===== config.mk =====
export PLATFORM = sky130hd
export DESIGN_NAME = grq_regs
export DESIGN_NICKNAME = d
export VERILOG_FILES = /design/src/hdl/grq_pkg.sv /design/src/hdl/grq_regs.sv
export SDC_FILE = /design/constraint.sdc
export NUM_CORES = 1
export LEC_CHECK = 0
export BUFFER_PORTS_ARGS = -buffer_cell sky130_fd_sc_hd__clkbuf_2
export CAP_MARGIN = 20
export CORE_MARGIN = 4
export CORE_UTILIZATION = 40
export DETAILED_ROUTE_END_ITERATION = 6
export GPL_TIMING_DRIVEN = 0
export PLACE_DENSITY = 0.68
export SYNTH_ARGS = -nofsm -noshare
export SYNTH_HDL_FRONTEND = slang
export SYNTH_SLANG_ARGS = --single-unit

===== constraint.sdc =====
create_clock -name clk -period 1.3 [get_ports clk]
set_input_delay 0.065 -clock clk [delete_from_list [all_inputs] [get_ports clk]]
set_output_delay 0.065 -clock clk [all_outputs]
set_load 0.01 [all_outputs]

===== src/hdl/grq_pkg.sv =====
// ----------------------------------------------------------------------------
// grq_pkg
// shared widths, register indexes, limits, state and interface types for the
// gain ranging quantizer
// ----------------------------------------------------------------------------
package grq_pkg;

  // field and register widths
  localparam int SAMPLE_W    = 32;
  localparam int MANT_W      = 25;
  localparam int INDEX_W     = 3;
  localparam int RECON_W     = 48;
  localparam int MANT_BITS_W = 5;
  localparam int LEVEL_W     = 31;
  localparam int COUNT_W     = 3;
  localparam int GAIN_W      = 12;
  localparam int NUM_GAINS   = 4;
  localparam int CFG_INDEX_W = 3;
  localparam int CFG_DATA_W  = 31;

  // internal arithmetic widths
  localparam int MAG_W   = 24;                 // mantissa magnitude
  localparam int DEN_W   = LEVEL_W + GAIN_W;   // level * first gain
  localparam int NUM_W   = SAMPLE_W + GAIN_W;  // sample magnitude * gain
  localparam int REM_W   = DEN_W;              // divider remainder
  localparam int QUO_W   = 48;                 // divider quotient / dividend
  localparam int P_W     = 54;                 // mantissa * level
  localparam int HALF_W  = 27;                 // split of p for partial products
  localparam int PART_W  = HALF_W + GAIN_W;
  localparam int PROD_W  = P_W + GAIN_W;       // p * first gain
  localparam int TRIAL_STEPS = 24;
  localparam int RECON_STEPS = 48;
  localparam int STEP_W      = 6;

  // register indexes
  localparam logic [CFG_INDEX_W-1:0] REG_MANT_BITS   = 3'd0;
  localparam logic [CFG_INDEX_W-1:0] REG_LEVEL       = 3'd1;
  localparam logic [CFG_INDEX_W-1:0] REG_GAIN_COUNT  = 3'd2;
  localparam logic [CFG_INDEX_W-1:0] REG_GAIN_FIRST  = 3'd3;
  localparam logic [CFG_INDEX_W-1:0] REG_GAIN_SECOND = 3'd4;
  localparam logic [CFG_INDEX_W-1:0] REG_GAIN_THIRD  = 3'd5;
  localparam logic [CFG_INDEX_W-1:0] REG_GAIN_FOURTH = 3'd6;

  // reset values and limits
  localparam logic [MANT_BITS_W-1:0] MANT_BITS_RESET = 5'd14;
  localparam logic [LEVEL_W-1:0]     LEVEL_RESET     = 31'd65536;
  localparam logic [COUNT_W-1:0]     COUNT_RESET     = 3'd1;
  localparam logic [GAIN_W-1:0]      GAIN_RESET      = 12'd1;
  localparam logic [MANT_BITS_W-1:0] MANT_BITS_MIN   = 5'd2;
  localparam logic [MANT_BITS_W-1:0] MANT_BITS_MAX   = 5'd24;
  localparam logic [COUNT_W-1:0]     COUNT_MAX       = 3'd4;
  localparam logic [INDEX_W-1:0]     CLIP_INDEX      = 3'd4;
  localparam logic [RECON_W:0]       RECON_POS_LIMIT = 49'h0_7FFF_FFFF_FFFF;
  localparam logic [RECON_W:0]       RECON_NEG_LIMIT = 49'h0_8000_0000_0000;

  // sanitized configuration
  typedef struct packed {
    logic [MANT_BITS_W-1:0]             mant_bits;
    logic [LEVEL_W-1:0]                 level;
    logic [COUNT_W-1:0]                 count;
    logic [NUM_GAINS-1:0][GAIN_W-1:0]   gain;
  } cfg_t;

  // controller to datapath
  typedef struct packed {
    logic load_item;
    logic trial_mul;
    logic trial_load;
    logic div_step;
    logic trial_accept;
    logic next_gain;
    logic clip_select;
    logic recon_p;
    logic recon_lo;
    logic recon_hi;
    logic recon_load;
    logic out_load;
  } cmd_t;

  // datapath to controller
  typedef struct packed {
    logic trial_early;
    logic trial_fit;
    logic last_trial;
  } status_t;

  typedef enum logic [3:0] {
    S_IDLE,
    S_TRIAL_MUL,
    S_TRIAL_LOAD,
    S_TRIAL_DIV,
    S_TRIAL_EVAL,
    S_RECON_P,
    S_RECON_LO,
    S_RECON_HI,
    S_RECON_LOAD,
    S_RECON_DIV,
    S_FINISH
  } state_t;

endpackage


===== src/hdl/grq_regs.sv =====
// ----------------------------------------------------------------------------
// grq_regs
// configuration registers with write port; presents sanitized values
// ----------------------------------------------------------------------------
module grq_regs (
  input  logic                             clk,
  input  logic                             rst,
  input  logic                             cfg_write,
  input  logic [grq_pkg::CFG_INDEX_W-1:0]  cfg_index,
  input  logic [grq_pkg::CFG_DATA_W-1:0]   cfg_data,
  output grq_pkg::cfg_t                    cfg
);

  logic [grq_pkg::MANT_BITS_W-1:0]                  mant_bits;
  logic [grq_pkg::LEVEL_W-1:0]                      level;
  logic [grq_pkg::COUNT_W-1:0]                      count;
  logic [grq_pkg::NUM_GAINS-1:0][grq_pkg::GAIN_W-1:0] gain;

  // register writes, unknown indexes dropped
  always_ff @(posedge clk) begin
    if (rst) begin
      mant_bits <= grq_pkg::MANT_BITS_RESET;
      level     <= grq_pkg::LEVEL_RESET;
      count     <= grq_pkg::COUNT_RESET;
      for (int i = 0; i < grq_pkg::NUM_GAINS; i++) begin
        gain[i] <= grq_pkg::GAIN_RESET;
      end
    end else if (cfg_write) begin
      case (cfg_index)
        grq_pkg::REG_MANT_BITS:   mant_bits <= cfg_data[grq_pkg::MANT_BITS_W-1:0];
        grq_pkg::REG_LEVEL:       level     <= cfg_data[grq_pkg::LEVEL_W-1:0];
        grq_pkg::REG_GAIN_COUNT:  count     <= cfg_data[grq_pkg::COUNT_W-1:0];
        grq_pkg::REG_GAIN_FIRST:  gain[0]   <= cfg_data[grq_pkg::GAIN_W-1:0];
        grq_pkg::REG_GAIN_SECOND: gain[1]   <= cfg_data[grq_pkg::GAIN_W-1:0];
        grq_pkg::REG_GAIN_THIRD:  gain[2]   <= cfg_data[grq_pkg::GAIN_W-1:0];
        grq_pkg::REG_GAIN_FOURTH: gain[3]   <= cfg_data[grq_pkg::GAIN_W-1:0];
        default: ;
      endcase
    end
  end

  // clamp mantissa width, count, and map zero level or gain to one
  always_comb begin
    if (mant_bits < grq_pkg::MANT_BITS_MIN) begin
      cfg.mant_bits = grq_pkg::MANT_BITS_MIN;
    end else if (mant_bits > grq_pkg::MANT_BITS_MAX) begin
      cfg.mant_bits = grq_pkg::MANT_BITS_MAX;
    end else begin
      cfg.mant_bits = mant_bits;
    end
    cfg.level = (level == '0) ? grq_pkg::LEVEL_W'(1) : level;
    if (count == '0) begin
      cfg.count = grq_pkg::COUNT_W'(1);
    end else if (count > grq_pkg::COUNT_MAX) begin
      cfg.count = grq_pkg::COUNT_MAX;
    end else begin
      cfg.count = count;
    end
    for (int i = 0; i < grq_pkg::NUM_GAINS; i++) begin
      cfg.gain[i] = (gain[i] == '0) ? grq_pkg::GAIN_W'(1) : gain[i];
    end
  end

endmodule


==> metrics.txt, run 1 <==
status=finished, violations left; failing checks=setup timing; area delta synth->final=38.2%; crit path launch=level[28]; number of routed nets with antenna violations=0; Overall Global Routing Usage=0.208; hold depth=3; core footprint=8760 sq um; Hold Path End=gain[17]; top-area cell type share of the netlist area=0.480; Die ar.=10,700 sq um; Finish-stage setup viols=5; top_reg_cell synth=dfxtp_1; kind of critical path=reg2out; Setup Skew=0 ps; clock root cell=clkbuf_8; most numerous cell in the Yosys netlist=nand2_1; Synth cell types=24; total CTS buffers=9; fin util=0.573; Yosys Warn Count=0; critical path required time=1240 ps; RSZ-0062 raised after global routing=yes; Slowest-stage cell, CP=dfxtp_2; Final GP Congestion=0.835; leading area contributor after synthesis=dfxtp_1; Synth Cell Area=3630 sq um; async set-reset flop share out of synthesis=0; # fillers=818; final wirelength=11.2 mm; FF-to-FF End=mant_bits[3]; Hold WC Path Type=in2reg; Final WS setup=-227 ps; Slew Limit Headroom=0.632; CP Launch Type=flip-flop; number of diodes=0; Chip Height=103 um; PD cells=1040 nW/um^2; vias in the first global route=3,583; H-tree depth=3; vias per cell=4.78; GRT overflow=0; final slew viol count=0; first-pass GRT wire length=17.1 mm; Mapped Avg Cell Area=7.32 sq um; Layout Nets=694; Arr. time, crit path=1460 ps; crit-path max FO=2; io pins=124; Mapped Nets=533; WL/cell=14.5 um; Cells after Synth=496; number of max-cap violations=0; period utilisation layout=1.17; CTS clock-pin slew for the worst setup and hold paths=110 ps; layout cell share with drive strength beyond 1=0.305; Design Area, Final=5020 sq um; initial antenna violation count=0; EDFF count, synth=0; Fin. Hold Viols=0; starting density of the core=0.414; vias=3,679; CTS Sinks=87; Cell Chain, Critical Path=nor4_4 > nand4_1 > o21bai_1 > buf_2; Placed Area=4380 sq um; Final min period=1530 ps; R2R setup slack=430 ps; Remaining DRCs=0; Peak Freq=655 MHz; row count=34; DRT Pass-1 Iters=4; drt first-iter violations=129; critical path's largest stage delay=360 ps; Reg area=1780 sq um; crit path buf inv count=1; die width=103 um; P_leak=2.07 nW; delay-heaviest family, CP=simple AND/OR/NAND/NOR gates; sequential cell area fraction in the yosys report=0.480; Longest Clk Path Bufs=2; Worst Setup End Kind=primary output; DP Wirelength=7.68 mm; Hold Path Origin=cfg_data[5]; Register-to-Register Path Depth=2; Synth area leaders=dfxtp_1 48%, nand2_1 17%, a21oi_1 10%; PortBufs=122; Setup TNS=-441 ps; worst r2r src=mant_bits[3]; area taken by multi-input logic gates=1600 sq um; Worst Max-Slew Pin Slew=552 ps; count of state elements after synthesis=87; Synth top cells by count=160 x nand2_1, 92 x clkbuf_1, 87 x dfxtp_1; clk_lat worst skew=360 ps; CTS tree=built; Max rail drop VDD=0.660 mV; largest net degree at the start of global routing=19
[tightest hold or removal path, stage by stage]
cell	delay (ps)
clkbuf_2	160
nand2_1	80
a21oi_1	50
[sequential cells by signal, indices dropped and copies added, names as in the netlist]
name,cells
gain,48
level,31
mant_bits,5
count,3
[per-stage QoR]
step                      setup slack (ps)  cells  power, mW  hold WS, ps
after floorplan                        301    496       3.09          183
after global placement               -25.9    726       3.31          293
after detailed placement             -69.6    726       3.32          295
after CTS                             -251    770       5.23         16.3
after global routing                  -340    770       5.43         17.5
final                                 -227    770       5.24         22.5
[cells by family after synthesis]
family,after synthesis,synth area share
multiplexers,4,0.0110
buffers and inverters,107,0.115
AND/OR/NAND/NOR,212,0.267
flip-flops,87,0.480
AO/OA/AOI/OAI,86,0.128
[cell type report]
| cell class | instances | area share |
|---|---|---|
| clock buffers | 9 | 0.0247 |
| flip-flops and latches | 87 | 0.354 |
| multi-input cells | 302 | 0.318 |
| plain buffers | 105 | 0.0818 |
| repair buffers | 150 | 0.178 |
| well taps | 108 | 0.0269 |
| clock inverters | 7 | 0.0147 |
| inverters | 2 | 0.00150 |
[worst max-delay path by stage]
stage / slack, ps / endpoint / depth (start not counted)
finish: -230 / cfg[51] / 4
global placement: -30 / gain[42] / 4
detailed placement: -70 / level[17] / 4
floorplan: 300 / count[0] / 4
CTS: -250 / cfg[51] / 4
global route: -340 / cfg[51] / 4
[placed cells by master, fill, tap and decap left out, types with 5 or more instances in the layout]
cell type        n
nor2_1           8
dlygate4sd3_1   19
dfxtp_2         19
clkbuf_2       116
nor4_2           6
dfxtp_1         65
buf_4            9
a21oi_1         76
clkbuf_8         9
nand2_1        160
nor4_4           5
clkbuf_1        92
nand3b_1         5
buf_2           15
[power by group]
| group | switching (mW) | total (mW) | internal (mW) | leakage (nW) |
|---|---|---|---|---|
| logic | 0.312 | 0.569 | 0.257 | 1.26 |
| clock network | 1.13 | 1.89 | 0.758 | 0.101 |
| registers | 0.0582 | 2.78 | 2.72 | 0.714 |
[metal layers]
layer  GRT usage  part of all wire  up-vias  wire length (um)
met2       0.347              0.47      108              5300
met3      0.0295             0.055       14               616
met4      0.0657             0.016        0               181
li1            -                 -     1886                 -
met5           0                 0        -                 0
met1       0.278              0.45     1671              5070
[repair_timing]
item | 4_1_cts | 5_1_grt
setup endpoints to repair | 5 | 7
gates resized for setup | 27 | 27
setup buffers | 9 | 0
hold buffers | 19 | 0
pin swaps | 16 | 9
endpoints found under the hold margin | 19 | 0
No activity file was read; power rests on OpenSTA's default activity.
==> run 2, diff against run 1 <==
--- a/config.mk
+++ b/config.mk
@@ -9,9 +9,11 @@
 export CAP_MARGIN = 20
 export CORE_MARGIN = 4
 export CORE_UTILIZATION = 40
+export CTS_CLUSTER_DIAMETER = 120
 export DETAILED_ROUTE_END_ITERATION = 6
 export GPL_TIMING_DRIVEN = 0
 export PLACE_DENSITY = 0.68
+export RECOVER_POWER = 25
 export SYNTH_ARGS = -nofsm -noshare
 export SYNTH_HDL_FRONTEND = slang
 export SYNTH_SLANG_ARGS = --single-unit
==> constraint.sdc (replaced) <==
create_clock -name clk -period 1.3 [get_ports clk]
set_input_delay 0.195 -clock clk [delete_from_list [all_inputs] [get_ports clk]]
set_output_delay 0.195 -clock clk [all_outputs]
set_load 0.01 [all_outputs]
==> run 2 against run 1 <==
  * The flow still finishes with violations (setup timing)
  * Via count fell by 0.90%
  * Setup slack got worse by 120 ps
  * Hold slack improved by 8.2 ps
  * Clock power about the same
  * Die area unchanged
  * Clock skew unchanged
  * Combinational power decreased by 7.0%
  * Routed wire length down 1.8%
  * Cell count is 2.3% lower
  * Critical path type unchanged
==> metrics.txt, run 2 (synthesis gave the netlist of run 1 again) <==
pre-CTS WS=-200 ps; number of max-cap violations=0; initial antenna violation count=0; number of routed nets with antenna violations=0; RSZ-0062 raised after global routing=yes; # fillers=843; largest net degree at the start of global routing=19; CP Launch Type=flip-flop; row count=34; vias per cell=4.85; Die ar.=10,700 sq um; area delta synth->final=34.2%; DP Wirelength=7.68 mm; Setup Skew=0 ps; drt first-iter violations=154; final slew viol count=0; io pins=124; Longest Clk Path Bufs=2; vias=3,646; Overall Global Routing Usage=0.203; period utilisation layout=1.27; Chip Height=103 um; Remaining DRCs=0; Max rail drop VDD=0.657 mV; H-tree depth=3; Finish-stage setup viols=6; Layout Nets=676; Arr. time, crit path=1450 ps; commonest non-fill, non-tap cell in the layout=nand2_1; worst hold slack=30.8 ps; R2R setup slack=290 ps; layout cell share with drive strength beyond 1=0.318; Worst Setup End Kind=primary output; Final WS setup=-347 ps; Slew Limit Headroom=0.484; PortBufs=122; Routed met2 length=5.14 mm; CTS clock-pin slew for the worst setup and hold paths=100 ps; Worst Max-Slew Pin Slew=772 ps; hold_buf cts=0; GRT overflow=0; DRT Pass-1 Iters=4; die width=103 um; fin util=0.556; first-pass GRT wire length=16.7 mm; P_leak=2.01 nW; total CTS buffers=9; Largest register FFs=48; met3 WL=712 um; Top reg by flops=gain; starting density of the core=0.414; area taken by multi-input logic gates=1610 sq um; Fin. Hold Viols=0; Peak Freq=607 MHz; core footprint=8760 sq um; PD cells=1070 nW/um^2; number of diodes=0; final wirelength=11.0 mm; met1 wire length=4.89 mm; CTS tree=built; largest registers=gain: 48 flops, level: 31 flops, mant_bits: 5 flops; most frequent cells in the layout=158 x nand2_1, 111 x clkbuf_2, 93 x clkbuf_1; total power draw=5.20 mW; vias in the first global route=3,474; Final GP Congestion=0.835; critical path required time=1110 ps; WL/cell=14.6 um; failing checks=setup timing; crit-path max FO=2; clock root cell=clkbuf_8; Reg area=1780 sq um; status=finished, violations left; Highest Signal Layer=met4; kind of critical path=reg2out; CTS Sinks=87; clk_lat worst skew=360 ps; Final min period=1650 ps; Hold WC Path Type=in2reg
## run 2: stage by stage
stage          std cells  instance area (sq um)  TNS (ps)
2_1_floorplan        496                   3630         0
3_3_place_gp         726                   4380     -7270
3_5_place_dp         726                   4380     -9410
4_1_cts              752                   4760     -1190
5_1_grt              752                   4870     -1680
6_report             752                   4870     -1160
## run 2: worst paths after layout
path / start / to / cells after the start
max: level[28] / cfg[51] / 4
min: cfg_data[25] / level[25] / 3
max reg2reg: mant_bits[3] / mant_bits[3] / 3
min reg2reg: level[12] / level[12] / 2
## run 2: power by group
| part | switching [mW] | total, mW | internal [mW] |
|---|---|---|---|
| Sequential | 0.0600 | 2.78 | 2.72 |
| Clock | 1.13 | 1.89 | 0.758 |
| Combinational | 0.303 | 0.529 | 0.226 |
## run 2: area by class of cell
type                       count  area share
sequential                    87       0.366
multi-input combinational    302       0.330
timing repair buffer         133       0.150
buffer                       104      0.0834
tap                          108      0.0277
clock buffer                   9      0.0254
clock inverter                 7      0.0151
inverter                       2     0.00154
## run 2: worst max-delay path, stage by stage, from the launching register on
cell and delay, ps:
dfxtp_2 350, nor4_4 280, nand4_1 150, o21bai_1 150, buf_2 150
## run 2: routing by layer
| layer | vias up | GRT usage |
|---|---|---|
| li1 | 1850 | - |
| met1 | 1655 | 0.275 |
| met2 | 124 | 0.333 |
| met3 | 17 | 0.0302 |
| met4 | 0 | 0.0657 |
| met5 | - | 0 |
## run 2: what timing repair did
action / CTS / global route
resized for setup: 35 / 40
buffers inserted: 10 / 1
cloned: 0 / 0
endpoints found under the setup margin: 8 / 10
pin swaps: 20 / 10
