## config.mk

```make
export PLATFORM = sky130hd
export DESIGN_NAME = grq_ctrl
export DESIGN_NICKNAME = d
export VERILOG_FILES = /design/src/hdl/grq_pkg.sv /design/src/hdl/grq_ctrl.sv
export SDC_FILE = /design/constraint.sdc
export NUM_CORES = 1
export LEC_CHECK = 0
export ABC_AREA = 1
export ABC_CLOCK_PERIOD_IN_PS = 2500
export BUFFER_PORTS_ARGS = -buffer_cell sky130_fd_sc_hd__buf_4
export CAP_MARGIN = 20
export CORE_MARGIN = 1
export CORE_UTILIZATION = 30
export CTS_CLUSTER_DIAMETER = 40
export CTS_CLUSTER_SIZE = 30
export DETAILED_ROUTE_END_ITERATION = 8
export SYNTH_ARGS = -nofsm -noshare
export SYNTH_HDL_FRONTEND = slang
export SYNTH_SLANG_ARGS = --single-unit
```

## constraint.sdc

```tcl
create_clock -name clk -period 2.5 [get_ports clk]
set_input_delay 0.5 -clock clk [delete_from_list [all_inputs] [get_ports clk]]
set_output_delay 0.5 -clock clk [all_outputs]
set_load 0.1 [all_outputs]
```

## src/hdl/grq_pkg.sv

```systemverilog
// ----------------------------------------------------------------------------
// grq_pkg
// shared widths, register indexes, limits, state and interface types for the
// gain ranging quantizer
// ----------------------------------------------------------------------------
package grq_pkg;

  // field and register widths
  localparam int SAMPLE_W    = 32;
  localparam int MANT_W      = 25;
  localparam int INDEX_W     = 3;
  localparam int RECON_W     = 48;
  localparam int MANT_BITS_W = 5;
  localparam int LEVEL_W     = 31;
  localparam int COUNT_W     = 3;
  localparam int GAIN_W      = 12;
  localparam int NUM_GAINS   = 4;
  localparam int CFG_INDEX_W = 3;
  localparam int CFG_DATA_W  = 31;

  // internal arithmetic widths
  localparam int MAG_W   = 24;                 // mantissa magnitude
  localparam int DEN_W   = LEVEL_W + GAIN_W;   // level * first gain
  localparam int NUM_W   = SAMPLE_W + GAIN_W;  // sample magnitude * gain
  localparam int REM_W   = DEN_W;              // divider remainder
  localparam int QUO_W   = 48;                 // divider quotient / dividend
  localparam int P_W     = 54;                 // mantissa * level
  localparam int HALF_W  = 27;                 // split of p for partial products
  localparam int PART_W  = HALF_W + GAIN_W;
  localparam int PROD_W  = P_W + GAIN_W;       // p * first gain
  localparam int TRIAL_STEPS = 24;
  localparam int RECON_STEPS = 48;
  localparam int STEP_W      = 6;

  // register indexes
  localparam logic [CFG_INDEX_W-1:0] REG_MANT_BITS   = 3'd0;
  localparam logic [CFG_INDEX_W-1:0] REG_LEVEL       = 3'd1;
  localparam logic [CFG_INDEX_W-1:0] REG_GAIN_COUNT  = 3'd2;
  localparam logic [CFG_INDEX_W-1:0] REG_GAIN_FIRST  = 3'd3;
  localparam logic [CFG_INDEX_W-1:0] REG_GAIN_SECOND = 3'd4;
  localparam logic [CFG_INDEX_W-1:0] REG_GAIN_THIRD  = 3'd5;
  localparam logic [CFG_INDEX_W-1:0] REG_GAIN_FOURTH = 3'd6;

  // reset values and limits
  localparam logic [MANT_BITS_W-1:0] MANT_BITS_RESET = 5'd14;
  localparam logic [LEVEL_W-1:0]     LEVEL_RESET     = 31'd65536;
  localparam logic [COUNT_W-1:0]     COUNT_RESET     = 3'd1;
  localparam logic [GAIN_W-1:0]      GAIN_RESET      = 12'd1;
  localparam logic [MANT_BITS_W-1:0] MANT_BITS_MIN   = 5'd2;
  localparam logic [MANT_BITS_W-1:0] MANT_BITS_MAX   = 5'd24;
  localparam logic [COUNT_W-1:0]     COUNT_MAX       = 3'd4;
  localparam logic [INDEX_W-1:0]     CLIP_INDEX      = 3'd4;
  localparam logic [RECON_W:0]       RECON_POS_LIMIT = 49'h0_7FFF_FFFF_FFFF;
  localparam logic [RECON_W:0]       RECON_NEG_LIMIT = 49'h0_8000_0000_0000;

  // sanitized configuration
  typedef struct packed {
    logic [MANT_BITS_W-1:0]             mant_bits;
    logic [LEVEL_W-1:0]                 level;
    logic [COUNT_W-1:0]                 count;
    logic [NUM_GAINS-1:0][GAIN_W-1:0]   gain;
  } cfg_t;

  // controller to datapath
  typedef struct packed {
    logic load_item;
    logic trial_mul;
    logic trial_load;
    logic div_step;
    logic trial_accept;
    logic next_gain;
    logic clip_select;
    logic recon_p;
    logic recon_lo;
    logic recon_hi;
    logic recon_load;
    logic out_load;
  } cmd_t;

  // datapath to controller
  typedef struct packed {
    logic trial_early;
    logic trial_fit;
    logic last_trial;
  } status_t;

  typedef enum logic [3:0] {
    S_IDLE,
    S_TRIAL_MUL,
    S_TRIAL_LOAD,
    S_TRIAL_DIV,
    S_TRIAL_EVAL,
    S_RECON_P,
    S_RECON_LO,
    S_RECON_HI,
    S_RECON_LOAD,
    S_RECON_DIV,
    S_FINISH
  } state_t;

endpackage

```

## src/hdl/grq_ctrl.sv

```systemverilog
// ----------------------------------------------------------------------------
// grq_ctrl
// sequencer for gain trials, reconstruction and output handshake
// ----------------------------------------------------------------------------
module grq_ctrl (
  input  logic              clk,
  input  logic              rst,
  input  logic              in_valid,
  output logic              in_ready,
  output logic              out_valid,
  input  logic              out_ready,
  input  grq_pkg::status_t  status,
  output grq_pkg::cmd_t     cmd
);

  grq_pkg::state_t              state;
  grq_pkg::state_t              state_next;
  logic [grq_pkg::STEP_W-1:0]   count;
  logic [grq_pkg::STEP_W-1:0]   count_next;

  // state, step counter and output valid
  always_ff @(posedge clk) begin
    if (rst) begin
      state     <= grq_pkg::S_IDLE;
      count     <= '0;
      out_valid <= 1'b0;
    end else begin
      state <= state_next;
      count <= count_next;
      if (cmd.out_load) begin
        out_valid <= 1'b1;
      end else if (out_ready) begin
        out_valid <= 1'b0;
      end
    end
  end

  // no transaction is taken while reset is held
  assign in_ready = (state == grq_pkg::S_IDLE) && !rst;

  // next state and commands
  always_comb begin
    state_next = state;
    count_next = count;
    cmd        = '0;
    case (state)
      grq_pkg::S_IDLE: begin
        if (in_valid) begin
          cmd.load_item = 1'b1;
          state_next    = grq_pkg::S_TRIAL_MUL;
        end
      end
      grq_pkg::S_TRIAL_MUL: begin
        cmd.trial_mul = 1'b1;
        state_next    = grq_pkg::S_TRIAL_LOAD;
      end
      grq_pkg::S_TRIAL_LOAD: begin
        // quotient already too large: skip the division
        if (status.trial_early) begin
          if (status.last_trial) begin
            cmd.clip_select = 1'b1;
            state_next      = grq_pkg::S_RECON_P;
          end else begin
            cmd.next_gain = 1'b1;
            state_next    = grq_pkg::S_TRIAL_MUL;
          end
        end else begin
          cmd.trial_load = 1'b1;
          count_next     = '0;
          state_next     = grq_pkg::S_TRIAL_DIV;
        end
      end
      grq_pkg::S_TRIAL_DIV: begin
        cmd.div_step = 1'b1;
        if (count == grq_pkg::STEP_W'(grq_pkg::TRIAL_STEPS - 1)) begin
          state_next = grq_pkg::S_TRIAL_EVAL;
        end else begin
          count_next = count + grq_pkg::STEP_W'(1);
        end
      end
      grq_pkg::S_TRIAL_EVAL: begin
        if (status.trial_fit) begin
          cmd.trial_accept = 1'b1;
          state_next       = grq_pkg::S_RECON_P;
        end else if (status.last_trial) begin
          cmd.clip_select = 1'b1;
          state_next      = grq_pkg::S_RECON_P;
        end else begin
          cmd.next_gain = 1'b1;
          state_next    = grq_pkg::S_TRIAL_MUL;
        end
      end
      grq_pkg::S_RECON_P: begin
        cmd.recon_p = 1'b1;
        state_next  = grq_pkg::S_RECON_LO;
      end
      grq_pkg::S_RECON_LO: begin
        cmd.recon_lo = 1'b1;
        state_next   = grq_pkg::S_RECON_HI;
      end
      grq_pkg::S_RECON_HI: begin
        cmd.recon_hi = 1'b1;
        state_next   = grq_pkg::S_RECON_LOAD;
      end
      grq_pkg::S_RECON_LOAD: begin
        cmd.recon_load = 1'b1;
        count_next     = '0;
        state_next     = grq_pkg::S_RECON_DIV;
      end
      grq_pkg::S_RECON_DIV: begin
        cmd.div_step = 1'b1;
        if (count == grq_pkg::STEP_W'(grq_pkg::RECON_STEPS - 1)) begin
          state_next = grq_pkg::S_FINISH;
        end else begin
          count_next = count + grq_pkg::STEP_W'(1);
        end
      end
      grq_pkg::S_FINISH: begin
        // wait for room in the output register
        if (!out_valid || out_ready) begin
          cmd.out_load = 1'b1;
          state_next   = grq_pkg::S_IDLE;
        end
      end
      default: begin
        state_next = grq_pkg::S_IDLE;
      end
    endcase
  end

  // a pending result is never overwritten
  a_no_overwrite: assert property (@(posedge clk) disable iff (rst)
    cmd.out_load |-> (!out_valid || out_ready))
    else $error("output register overwritten while a transaction is pending");

  // an accepted transaction always starts with the first trial multiply
  a_load_starts: assert property (@(posedge clk) disable iff (rst)
    cmd.load_item |=> (state == grq_pkg::S_TRIAL_MUL))
    else $error("accepted transaction did not start a trial");

  // trial division never runs past its step count
  a_trial_count: assert property (@(posedge clk) disable iff (rst)
    (state == grq_pkg::S_TRIAL_DIV) |-> (count < grq_pkg::STEP_W'(grq_pkg::TRIAL_STEPS)))
    else $error("trial divider step count out of bounds");

  // output valid only rises out of the finish state
  a_out_from_finish: assert property (@(posedge clk) disable iff (rst)
    $rose(out_valid) |-> ($past(state) == grq_pkg::S_FINISH))
    else $error("output valid raised outside the finish state");

endmodule

```

==> metrics.cfg, run 1 <==
[clocking]
ctsHoldBuffers=0
cts-resized-gates=0
post_cts_buffers=0
cts-root-buf=clkbuf_4
cts_tree=done
h-tree-depth=1
cts.sinks=11
clock_path_buffers=2
cts_buffers=3
insertion_delay_ps=270
path_clk_slew_ps=70

[timing]
setup_viol=0
slew_viol_final=0
fin_hold_ws_ps=471
post-route-min-period_ps=2260
min_period_over_period=0.904
max_freq_ghz=0.443
slew_headroom=0.731
worst_pin_slew_ps=403
skew_ps=2.46
rsz0062_at_grt=false
hold_viol=0

[pwr]
leakage_nw=0.530
intPower_mw=0.519
p_sw_frac=0.616
p_clk_frac=0.091
peakVddDrop_mv=0.462
p_sw_mw=0.834
p_comb_frac=0.701
power.density_mw_per_mm2=1190
seqPwrFrac=0.208

[routing]
drtPass1Iterations=6
post_drt_wl_per_cell_um=10.3
via_per_inst=4.65
drc=2
drtIter0Drc=54
final_antenna_net_count=0
drt_wl_total_mm=2.15
vias=967

[outcome]
violations=design-rule violations
status=finished with violations

[synthesis]
syn_avg_cell_area_um2=5.99
syn_inst=155
synthesis.nets=163
yosysUniqueCellTypes=24
yosys_warnings=0
synth_seq_cells=11
syn_area_um2=928
ys_seq_area_frac=0.237

[placement]
numPortBuffers=20
placed_area_mm2=0.00111
hpwl_mm=1.77
dp.cells=204
gp_congestion=0.948

[global_route]
grtUsageMet2=0.244
grt_pass1_wl_mm=3.71
use_met3=0.0469
top_usage_layer=met2
grt_usage=0.141
grt_pass1_vias=908
grt_overflow=0
grt_max_degree=11
antenna_found_initial=0
grtUsageMet1=0.172

[floorplan]
fp-row-count=19
die_y_um=57.6
die_width_um=57.6
core-area_mm2=0.00285
ios=21
dieArea_mm2=0.00332
initial_core_util=0.325

[min_path]
whs_path_depth=2
hp-class=input pin to register

[critical_path]
critPathMaxFanout=5
critical_path_arrival_ps=1760
cpPeakStageDelay_ps=430
r2r_slack_ps=1020
cp_slowest_cell=dfxtp_1
path_cells=inv_2, nor2_4, nand3_2, o21ai_1, inv_1, a211oi_2, buf_4
cp-endpoint=cmd[6]
crit_type=register to output port
required_ps=2000
rr_startpoint=state[0]
rr_worst_depth=8
reg2reg_to=count[5]
cp-startpoint=state[1]
start_kind=register
crit_path_end_kind=output port

[finish]
layout-drive-gt1-share=0.350
design_area_mm2=0.00114
area_growth_syn_to_layout_pct=22.6
diodes=0
fin_nets=186
final_cell_count_no_fill=208

[run]
maxCapViolCount=0

==> synthesized netlist by cell type <==
cell type,count,area (um2)
nor2_4,3,33.8
nand4_1,1,6.26
clkbuf_1,1,3.75
ha_1,1,12.5
dfxtp_1,11,220
o21ai_1,2,10.0
xor2_1,1,8.76
a211oi_1,1,7.51
nor2_1,30,113
nor2_2,8,50.1
o21ai_0,1,5.00
or2_2,1,6.26
nand2_2,8,50.1
o22ai_1,1,6.26
inv_1,19,71.3
a21oi_2,6,52.6
buf_6,1,11.3
nand3_1,8,40.0
a21oi_1,3,15.0
nand3_2,1,10.0
inv_2,7,26.3
o21bai_1,1,7.51
nand2_1,37,139
nand2_4,2,22.5
==> cell type report <==
type	instances	area, um2
inverters	26	97.6
well taps	31	38.8
clock buffers	4	26.3
multi-input cells	116	606
fillers	313	1710
flip-flops and latches	11	220
repair buffers	20	150
==> per-layer routing <==
| layer | wire (um) | part of all wire | vias up |
|---|---|---|---|
| li1 | - | - | 514 |
| met1 | 985 | 0.46 | 427 |
| met2 | 1040 | 0.49 | 24 |
| met3 | 98 | 0.046 | 2 |
| met4 | 17 | 0.0079 | 0 |
| met5 | 0 | 0 | - |
==> worst min path at each step <==
stage / start / endpoint / slack (ps)
2_1_floorplan: count[5] / count[5] / 480
3_3_place_gp: count[5] / count[5] / 500
3_5_place_dp: count[4] / count[4] / 500
4_1_cts: rst / count[3] / 460
5_1_grt: rst / count[2] / 470
6_report: rst / count[3] / 470
==> metrics by stage <==
stage                util  setup slack (ps)  power, mW  TNS, ps
global placement    0.390               600       1.22        0
finish              0.399               240       1.35        0
CTS                 0.399               228       1.36        0
floorplan               -              -132       1.07     -132
global route        0.399               120       1.45        0
detailed placement  0.390               539       1.23        0
==> power by group through the flow <==
stage | Combinational, mW | Clock, mW | Sequential, mW
2_1_floorplan | 0.802 | 0 | 0.265
3_3_place_gp | 0.935 | 0 | 0.282
3_5_place_dp | 0.946 | 0 | 0.283
4_1_cts | 0.949 | 0.128 | 0.279
5_1_grt | 1.03 | 0.137 | 0.286
6_report | 0.948 | 0.123 | 0.281
==> layout by cell type, fill, tap and decap left out <==
| cell | count |
|---|---|
| nor2_4 | 3 |
| nand4_1 | 1 |
| a21oi_2 | 6 |
| ha_1 | 1 |
| nand3_2 | 1 |
| nand2_4 | 2 |
| a211oi_2 | 1 |
| nand2_2 | 8 |
| nor2_2 | 10 |
| o21ai_0 | 1 |
| inv_1 | 19 |
| nand3_1 | 8 |
| dfxtp_1 | 11 |
| or2_2 | 1 |
| nor2_1 | 28 |
| o22ai_1 | 1 |
| clkbuf_1 | 1 |
| o21bai_1 | 1 |
| inv_2 | 7 |
| o21ai_1 | 2 |
| nand2_1 | 37 |
| clkbuf_4 | 3 |
| xor2_1 | 1 |
| a21oi_1 | 3 |
| buf_4 | 20 |
==> worst max-delay path: cells and delay by family, from the launching register on <==
kind                   cells  cell delay [ps]
AO/OA/AOI/OAI              2              250
buffers and inverters      3              520
flip-flops                 1              430
AND/OR/NAND/NOR            2              300
==> state kept, by name (all words and copies together), names as in the netlist <==
| name | count |
|---|---|
| count | 6 |
| out_valid | 1 |
| state | 4 |
==> cells by family after synthesis <==
| family | synth area share |
|---|---|
| DFF | 0.237 |
| xor gates and xnor gates | 0.00944 |
| and+or+nand+nor | 0.507 |
| AOI/OAI and AO/OA | 0.112 |
| buffers and inverters | 0.121 |
| adders and majority gates | 0.0135 |
No activity file was read; power rests on OpenSTA's default activity.
==> run 2: changes to the inputs <==
--- a/config.mk
+++ b/config.mk
@@ -6,11 +6,11 @@
 export NUM_CORES = 1
 export LEC_CHECK = 0
 export ABC_AREA = 1
-export ABC_CLOCK_PERIOD_IN_PS = 2500
+export ABC_CLOCK_PERIOD_IN_PS = 2100
 export BUFFER_PORTS_ARGS = -buffer_cell sky130_fd_sc_hd__buf_4
 export CAP_MARGIN = 20
 export CORE_MARGIN = 1
-export CORE_UTILIZATION = 30
+export CORE_UTILIZATION = 35
 export CTS_CLUSTER_DIAMETER = 40
 export CTS_CLUSTER_SIZE = 30
 export DETAILED_ROUTE_END_ITERATION = 8
==> constraint.sdc (replaced) <==
create_clock -name clk -period 2.1 [get_ports clk]
set_input_delay 0.21 -clock clk [delete_from_list [all_inputs] [get_ports clk]]
set_output_delay 0.21 -clock clk [all_outputs]
set_load 0.1 [all_outputs]
==> run 2 against run 1 <==
  * The run now ends clean
  * Critical path depth is the same
  * Setup slack worse by 73 ps
  * Wire length fell by 0.47%
  * Global-route usage up 4.0 points
  * Core utilization is 6.2 points higher
  * Combinational power up 19%
  * First-iteration DRC count fell by 35%
  * Largest cell class unchanged
  * Largest power group unchanged
==> metrics.cfg, run 2 (synthesized netlist as in run 1, its figures left out) <==
[pwr]
power.density_mw_per_mm2=1400  ; was 1190 mW/mm2
leakage_nw=0.530  ; about the same
peakVddDrop_mv=1.00  ; was 0.462 mV
p_total_mw=1.62  ; was 1.35 mW

[timing]
slew_headroom=0.746  ; was 0.731
skew_ps=4.15  ; was 2.46 ps
worst_pin_slew_ps=381  ; was 403 ps
setup_viol=0  ; unchanged
max_freq_ghz=0.517
fin_ws_ps=167  ; was 240 ps
min_period_over_period=0.920
rsz0062_at_grt=false  ; unchanged
slew_viol_final=0  ; unchanged
post-route-min-period_ps=1930
hold_viol=0  ; unchanged

[run]
maxCapViolCount=0  ; unchanged

[finish]
layout_commonest_cell=nand2_1  ; unchanged
diodes=0  ; unchanged
final_cell_count_no_fill=207  ; was 208
regMostFlops=count  ; unchanged
most-common-layout-cells=nand2_1 (37), nor2_1 (23), inv_1 (19), buf_4 (19), nor2_2 (15)  ; was nand2_1 (37), nor2_1 (28), buf_4 (20)
largest_register_ffs=6  ; unchanged
fin_nets=186  ; unchanged
layout-drive-gt1-share=0.379  ; was 0.350
area_growth_syn_to_layout_pct=24.3  ; was 22.6%
utilization=0.461  ; was 0.399
top_regs=count (6), state (4), out_valid (1)  ; unchanged

[placement]
numPortBuffers=20  ; unchanged
dp.cells=203  ; was 204
hpwl_mm=1.71  ; was 1.77 mm
place_ws_ps=436  ; was 539 ps
gp_congestion=0.891  ; was 0.948

[global_route]
grt_overflow=0  ; unchanged
grt_pass1_vias=917  ; was 908
antenna_found_initial=0  ; unchanged
grt_pass1_wl_mm=3.72  ; was 3.71 mm
grt_usage=0.181  ; was 0.141
grt_max_degree=11  ; unchanged

[outcome]
status=finished clean  ; was finished with violations

[critical_path]
critPathMaxFanout=5  ; unchanged
critical_path_arrival_ps=1720  ; was 1760 ps
crit_type=register to output port  ; unchanged
start_kind=register  ; unchanged
cpPeakStageDelay_ps=420  ; was 430 ps
required_ps=1890  ; was 2000 ps
cp_slowest_cell=dfxtp_1  ; unchanged
path_cells=inv_2, nor2_4, nand3_2, o21ai_1, inv_1, a211oi_2, buf_6  ; was inv_2, nor2_4, nand3_2, o21ai_1, inv_1, a211oi_2, buf_4
crit_path_end_kind=output port  ; unchanged

[clocking]
cts_tree=done  ; unchanged
clock_path_buffers=2  ; unchanged
h-tree-depth=1  ; unchanged
ctsHoldBuffers=0  ; unchanged
cts.sinks=11  ; unchanged
cts_buffers=3  ; unchanged
post_cts_buffers=0  ; unchanged
insertion_delay_ps=280  ; was 270 ps
cts-root-buf=clkbuf_4  ; unchanged
cts-resized-gates=0  ; unchanged
path_clk_slew_ps=70  ; about the same

[floorplan]
dieArea_mm2=0.00286  ; was 0.00332 mm2
fp-row-count=18  ; was 19
ios=21  ; unchanged
die_width_um=53.5  ; was 57.6 um
die_y_um=53.5  ; was 57.6 um
core-area_mm2=0.00250  ; was 0.00285 mm2
initial_core_util=0.371  ; was 0.325

[routing]
drt_wl_total_mm=2.14  ; was 2.15 mm
drc=0  ; was 2
final_antenna_net_count=0  ; unchanged
drtIter0Drc=35  ; was 54
wl_met1_um=923  ; was 985 um
highest_layer=met4  ; unchanged
vias=997  ; was 967
route.met2.wl_mm=1.09  ; was 1.04 mm
drtPass1Iterations=4  ; was 6
wl_met3_um=98  ; unchanged
post_drt_wl_per_cell_um=10.3  ; about the same
via_per_inst=4.82  ; was 4.65

[min_path]
hp-class=input pin to register  ; unchanged

-- run 2: power breakdown --
part	internal (mW)	switching [mW]	total (mW)
sequential	0.256	0.0796	0.336
combinational	0.291	0.839	1.13
clock	0.0737	0.0757	0.149
-- run 2: final timing paths --
kind,from,slack [ps],end,cells past startpoint
worst max-delay path,state[1],170,cmd[6],7
worst max register to register,count[0],630,state[1],8
worst min-delay path,rst,180,count[2],2
worst min register to register,count[4],520,count[4],2
-- run 2: metrics by stage --
step	area [um2]	hold slack (ps)	setup TNS [ps]
6_report	1150	183	0
5_1_grt	1150	177	0
4_1_cts	1150	181	0
3_5_place_dp	1120	477	0
3_3_place_gp	1120	475	0
2_1_floorplan	951	454	-265
-- run 2: final cells by class --
type / instances / area, um2
well taps: 30 / 37.5
multi-input cells: 116 / 618
fillers: 262 / 1350
inverters: 26 / 97.6
flip-flops and latches: 11 / 220
repair buffers: 20 / 154
clock buffers: 4 / 26.3
-- run 2: routing by layer --
| metal | vias to the layer above | GRT usage |
|---|---|---|
| li1 | 516 | - |
| met2 | 22 | 0.327 |
| met4 | 0 | 0.0526 |
| met5 | - | 0 |
| met3 | 4 | 0.0517 |
| met1 | 455 | 0.204 |
-- run 2: critical path, delay by kind of cell, from the launching register on --
| kind | cells | cell delay, ps |
|---|---|---|
| flops | 1 | 420 |
| simple gates | 2 | 300 |
| buf+inv | 3 | 440 |
| compound gates | 2 | 270 |
